$ cat config.mk
export PLATFORM = sky130hd
export DESIGN_NAME = pcfd_ctrl
export DESIGN_NICKNAME = d
export VERILOG_FILES = /design/src/assert_macros.svh /design/src/pcfd_pkg.sv /design/src/pcfd_ctrl.sv
export SDC_FILE = /design/constraint.sdc
export NUM_CORES = 1
export LEC_CHECK = 0
export BUFFER_PORTS_ARGS = -buffer_cell sky130_fd_sc_hd__buf_2
export CAP_MARGIN = 20
export CORE_AREA = 2 2 39 41
export DETAILED_ROUTE_END_ITERATION = 8
export DIE_AREA = 0 0 41 43
export PLACE_DENSITY = 0.43
export REMOVE_ABC_BUFFERS = 1
export SKIP_LAST_GASP = 1
export SLEW_MARGIN = 20
export SYNTH_ARGS = -nofsm -noshare
export SYNTH_HDL_FRONTEND = slang
export SYNTH_SLANG_ARGS = --single-unit
$ cat constraint.sdc
create_clock -name clk -period 2.65 [get_ports clk]
set_input_delay 0.53 -clock clk [delete_from_list [all_inputs] [get_ports clk]]
set_output_delay 0.53 -clock clk [all_outputs]
set_load 0.01 [all_outputs]
$ cat src/assert_macros.svh
`ifndef ASSERT_MACROS_SVH
`define ASSERT_MACROS_SVH

// Checks one clocked property, off while reset is low.
`define ASSERT_ALWAYS(lbl, prop, msg) \
  lbl: assert property (@(posedge clk) disable iff (!rst_n) (prop)) else $error(msg);

// Checks that a condition in one cycle implies another in the next.
`define ASSERT_NEXT(lbl, ante, cons, msg) \
  lbl: assert property (@(posedge clk) disable iff (!rst_n) (ante) |=> (cons)) else $error(msg);

`endif

$ cat src/pcfd_pkg.sv
`default_nettype none

package pcfd_pkg;

  localparam int DATA_W    = 32;
  localparam int ACC_W     = 52;
  localparam int ALPHA_W   = 16;
  localparam int CFG_IDX_W = 3;
  localparam int DBAND_W   = 31;

  localparam logic [ALPHA_W-1:0] ALPHA_ONE = 16'd32768;

  localparam logic [CFG_IDX_W-1:0] REG_GAIN_P     = 3'd0;
  localparam logic [CFG_IDX_W-1:0] REG_GAIN_I     = 3'd1;
  localparam logic [CFG_IDX_W-1:0] REG_GAIN_D     = 3'd2;
  localparam logic [CFG_IDX_W-1:0] REG_LIMIT_LOW  = 3'd3;
  localparam logic [CFG_IDX_W-1:0] REG_LIMIT_HIGH = 3'd4;
  localparam logic [CFG_IDX_W-1:0] REG_DEAD_BAND  = 3'd5;
  localparam logic [CFG_IDX_W-1:0] REG_SMOOTHING  = 3'd6;
  localparam logic [CFG_IDX_W-1:0] REG_DERIV_SRC  = 3'd7;

  typedef logic [3:0] op_t;

  localparam op_t OP_NONE  = 4'd0;
  localparam op_t OP_PREP  = 4'd1;
  localparam op_t OP_EM0   = 4'd2;
  localparam op_t OP_EM1   = 4'd3;
  localparam op_t OP_EFIN  = 4'd4;
  localparam op_t OP_DRAW  = 4'd5;
  localparam op_t OP_DM0   = 4'd6;
  localparam op_t OP_DM1   = 4'd7;
  localparam op_t OP_DFIN  = 4'd8;
  localparam op_t OP_GP    = 4'd9;
  localparam op_t OP_GI    = 4'd10;
  localparam op_t OP_GD    = 4'd11;
  localparam op_t OP_DRIVE = 4'd12;

  typedef struct packed {
    logic capture;
    op_t  op;
  } cmd_t;

  typedef struct packed {
    logic item_run;
    logic out_busy;
  } sts_t;

endpackage

`default_nettype wire

$ cat src/pcfd_ctrl.sv
`default_nettype none

module pcfd_ctrl (
  input  wire logic          clk,
  input  wire logic          rst_n,
  input  wire logic          in_valid,
  output logic               in_stall,
  input  wire pcfd_pkg::sts_t sts,
  output pcfd_pkg::cmd_t     cmd
);

  localparam logic [3:0] ST_IDLE = 4'd0;
  localparam logic [3:0] ST_PREP = 4'd1;
  localparam logic [3:0] ST_EM0  = 4'd2;
  localparam logic [3:0] ST_EM1  = 4'd3;
  localparam logic [3:0] ST_EFIN = 4'd4;
  localparam logic [3:0] ST_DRAW = 4'd5;
  localparam logic [3:0] ST_DM0  = 4'd6;
  localparam logic [3:0] ST_DM1  = 4'd7;
  localparam logic [3:0] ST_DFIN = 4'd8;
  localparam logic [3:0] ST_GP   = 4'd9;
  localparam logic [3:0] ST_GI   = 4'd10;
  localparam logic [3:0] ST_GD   = 4'd11;
  localparam logic [3:0] ST_OUT  = 4'd12;

  logic [3:0] state_r;
  logic [3:0] state_nxt;

  assign in_stall = (state_r != ST_IDLE);

  always_comb begin
    state_nxt   = state_r;
    cmd.capture = 1'b0;
    cmd.op      = pcfd_pkg::OP_NONE;
    unique case (state_r)
      ST_IDLE: begin
        if (in_valid) begin
          cmd.capture = 1'b1;
          state_nxt   = ST_PREP;
        end
      end
      ST_PREP: begin
        cmd.op    = pcfd_pkg::OP_PREP;
        state_nxt = sts.item_run ? ST_EM0 : ST_OUT;
      end
      ST_EM0: begin
        cmd.op    = pcfd_pkg::OP_EM0;
        state_nxt = ST_EM1;
      end
      ST_EM1: begin
        cmd.op    = pcfd_pkg::OP_EM1;
        state_nxt = ST_EFIN;
      end
      ST_EFIN: begin
        cmd.op    = pcfd_pkg::OP_EFIN;
        state_nxt = ST_DRAW;
      end
      ST_DRAW: begin
        cmd.op    = pcfd_pkg::OP_DRAW;
        state_nxt = ST_DM0;
      end
      ST_DM0: begin
        cmd.op    = pcfd_pkg::OP_DM0;
        state_nxt = ST_DM1;
      end
      ST_DM1: begin
        cmd.op    = pcfd_pkg::OP_DM1;
        state_nxt = ST_DFIN;
      end
      ST_DFIN: begin
        cmd.op    = pcfd_pkg::OP_DFIN;
        state_nxt = ST_GP;
      end
      ST_GP: begin
        cmd.op    = pcfd_pkg::OP_GP;
        state_nxt = ST_GI;
      end
      ST_GI: begin
        cmd.op    = pcfd_pkg::OP_GI;
        state_nxt = ST_GD;
      end
      ST_GD: begin
        cmd.op    = pcfd_pkg::OP_GD;
        state_nxt = ST_OUT;
      end
      ST_OUT: begin
        if (!sts.out_busy) begin
          cmd.op    = pcfd_pkg::OP_DRIVE;
          state_nxt = ST_IDLE;
        end
      end
      default: begin
        state_nxt = ST_IDLE;
      end
    endcase
  end

  always_ff @(posedge clk) begin
    if (!rst_n) begin
      state_r <= ST_IDLE;
    end else begin
      state_r <= state_nxt;
    end
  end

endmodule

`default_nettype wire

==> flow_summary.rst <==
.. list-table::
   :header-rows: 1

   * - Metric
     - Value
   * - Status
     - complete, no violations
   * - Wire length after detailed routing
     - 603 um
   * - Clk root buf
     - sky130_fd_sc_hd__clkbuf_4
   * - Design Power
     - 0.000234 W
   * - Number of global-route vias before repair
     - 234
   * - Final Hold Vio Count
     - 0
   * - Critical-path cell list
     - or3_1 -> a21boi_0 -> buf_2
   * - First-pass GRT wire length
     - 897 um
   * - Number of buffers added on ports
     - 10
   * - Worst clock skew
     - 0.0995 ps
   * - Number of fill cells
     - 156
   * - Number of antenna violations at the first check in global routing
     - 0
   * - Required time worst endpoint
     - 2120 ps
   * - Count of antenna-violating nets left after detailed routing
     - 0
   * - Portion of netlist area occupied by mux cells
     - 0%
   * - Registers with the most flip-flops
     - state_r x4
   * - Worst setup path class
     - register to primary output
   * - Via count of the routed design
     - 284
   * - Cell types occupying the most area after synthesis
     - sky130_fd_sc_hd__dfxtp_1 28%, sky130_fd_sc_hd__a21oi_1 8.9%, sky130_fd_sc_hd__nand2_1 6.7%
   * - Share of Yosys cell area claimed by the top area cell type
     - 28.4%
   * - Leakage power total
     - 0.154 nW
   * - Fin Setup TNS
     - 0 ps
   * - Area of the mapped netlist
     - 282 um^2
   * - Layout net count
     - 55
   * - EDFF count, synth
     - 0
   * - Unique cell type count in the Yosys netlist
     - 21
   * - Arr. time, crit path
     - 1360 ps
   * - Element type at the critical path end
     - primary output
   * - Number of flip-flops under the largest register name
     - 4
   * - Slew @ Worst Pin
     - 341 ps
   * - Gr usage total
     - 7.54%
   * - CTS hold repair buffers
     - 0
   * - Highest clock rate
     - 529 MHz
   * - Detailed placer's ending HPWL
     - 446 um
   * - Portion of the post-synthesis area used by sequential elements
     - 28.4%
   * - Minimum clock period
     - 1890 ps
   * - Fraction of synthesized cell area in xor and xnor cells
     - 0%
   * - Adder and majority cell fraction of the synthesized area
     - 0%
   * - Worst stage delay on the critical path
     - 420 ps
   * - Width of the chip
     - 41 um
   * - Slew Limit Headroom
     - 77.3%
   * - Maximum count of clock buffers along a single path
     - 2
   * - Synthesized area per cell
     - 7.22 um^2
   * - Max Cap Viol
     - 0
   * - Final number of setup-violating endpoints
     - 0
   * - TritonCTS clock tree
     - done
   * - Die height
     - 43 um
   * - Post-Synth Simple-Gate Area
     - 42.2%
   * - Initial DRT Pass Iterations
     - 4
   * - Worst hold slack
     - 572 ps
   * - CTS clk-pin slew, worst paths
     - 30 ps
   * - Routability congestion estimate from global placement
     - 0.592
   * - Buffers inserted by post-CTS timing repair
     - 0
   * - VDD IR-drop max
     - 0.200 mV
   * - Library cell with the largest summed area after synthesis
     - sky130_fd_sc_hd__dfxtp_1
   * - Main combinational cell family by area after synthesis
     - simple AND/OR/NAND/NOR gates
   * - Class of the tightest hold or removal check
     - input port to register
   * - Area fraction in compound gates after synthesis
     - 19.1%
   * - Post-route DRC
     - 0
   * - Crit path launch type
     - register
   * - RSZ-0062 raised after global routing
     - false
   * - Sink count of the clock tree
     - 4
   * - Total clock buffers created by CTS
     - 3
   * - Slowest cell on the critical path
     - sky130_fd_sc_hd__or3_1
   * - Clock Latency Late Sink
     - 230 ps
   * - Register bit count reported by yosys
     - 4
   * - Std cell rows
     - 14
   * - Post-synthesis async set-or-reset flop share
     - 0%
   * - Count of H-tree levels built during CTS
     - 1
   * - Synth Instances
     - 39
   * - Largest register by flop count
     - state_r
   * - Initial detailed-routing violation count
     - 1
   * - Total global routing overflow
     - 0
   * - Max-slew violation total from the final report
     - 0
   * - Primary flip-flop cell chosen by synthesis mapping
     - sky130_fd_sc_hd__dfxtp_1
   * - CTS resizes
     - 0
   * - P per Cell Area
     - 671 mW/mm^2
   * - Avg Vias per Cell
     - 4.44
   * - Area of the core
     - 0.00138 mm^2
   * - Synth warnings
     - 0
   * - Fraction of layout instances using a drive strength above 1
     - 29.2%
   * - Number of top-level pins
     - 11
   * - Starting density of the core
     - 20.3%
   * - Number of antenna diodes
     - 0
   * - Largest net degree at the start of global routing
     - 12
   * - Area added between synthesis and finish
     - 24.0%
   * - Cell types with the highest counts after synthesis
     - 5 x sky130_fd_sc_hd__a21oi_1, 5 x sky130_fd_sc_hd__nand2_1, 4 x sky130_fd_sc_hd__dfxtp_1
   * - WL/cell
     - 9.42 um
   * - Die outline area
     - 0.00176 mm^2
   * - Highest net fanout along the worst path
     - 11
   * - Crit share post-route
     - 71.3%
-- final timing paths --
| kind | from | endpoint | slack [ps] | depth (start not counted) |
|---|---|---|---|---|
| setup / recovery | state_r[1] | cmd[3] | 760 | 3 |
| hold reg to reg | state_r[0] | state_r[2] | 620 | 2 |
| setup reg to reg | state_r[0] | state_r[3] | 1440 | 3 |
| hold / removal | rst_n | state_r[3] | 570 | 2 |
-- through the flow --
step / setup WS, ps / instances / utilization [%] / cell area, um^2
floorplan: 959 / 35 / - / 256
global placement: 860 / 61 / 23.6 / 327
detailed placement: 846 / 61 / 23.6 / 327
CTS: 742 / 64 / 25.2 / 349
global route: 702 / 64 / 25.2 / 349
finish: 760 / 64 / 25.2 / 349
-- layer usage --
layer  GRT usage (%)  up-vias  routed length, um
li1                -      155                  -
met2            8.44        5                277
met3            1.57        0                 32
met5               0        -                  0
met4            6.00        0                  0
met1            11.6      124                292
-- critical path: cells and delay by family, from the launching register on --
kind	cells	cell delay [ps]
simple gates	1	420
compound gates	1	170
buf+inv	1	150
flops	1	400
-- power breakdown --
group | internal, W | leakage (nW) | switching (W)
clock network | 0.0000504 | 0.0138 | 0.0000213
logic | 0.0000373 | 0.107 | 0.0000339
registers | 0.0000694 | 0.0329 | 0.0000221
total | 0.000157 | 0.154 | 0.0000773
-- final cells by class --
type	instances	area [um^2]	share of cell area, %
Timing Repair Buffer	10	50.0	14.3
Tap cell	16	20.0	5.73
Inverter	1	3.75	1.08
Multi-Input combinational cell	30	173	49.5
Sequential cell	4	80.1	22.9
Clock buffer	3	22.5	6.45
-- kinds of logic after synthesis --
kind of cell | Yosys count
buffers and inverters | 5
AO/OA/AOI/OAI | 9
flip-flops | 4
AND/OR/NAND/NOR | 21
-- cells in the final DEF, fill, tap and decap left out, types with 2 or more instances in the layout --
cell,count
sky130_fd_sc_hd__and2_1,2
sky130_fd_sc_hd__a21oi_1,5
sky130_fd_sc_hd__nand2_1,5
sky130_fd_sc_hd__or3_1,2
sky130_fd_sc_hd__clkbuf_4,3
sky130_fd_sc_hd__dfxtp_1,4
sky130_fd_sc_hd__buf_2,10
sky130_fd_sc_hd__nor2_1,2
sky130_fd_sc_hd__nor3b_1,2
sky130_fd_sc_hd__nor3_1,3
No activity file was read; power rests on OpenSTA's default activity.
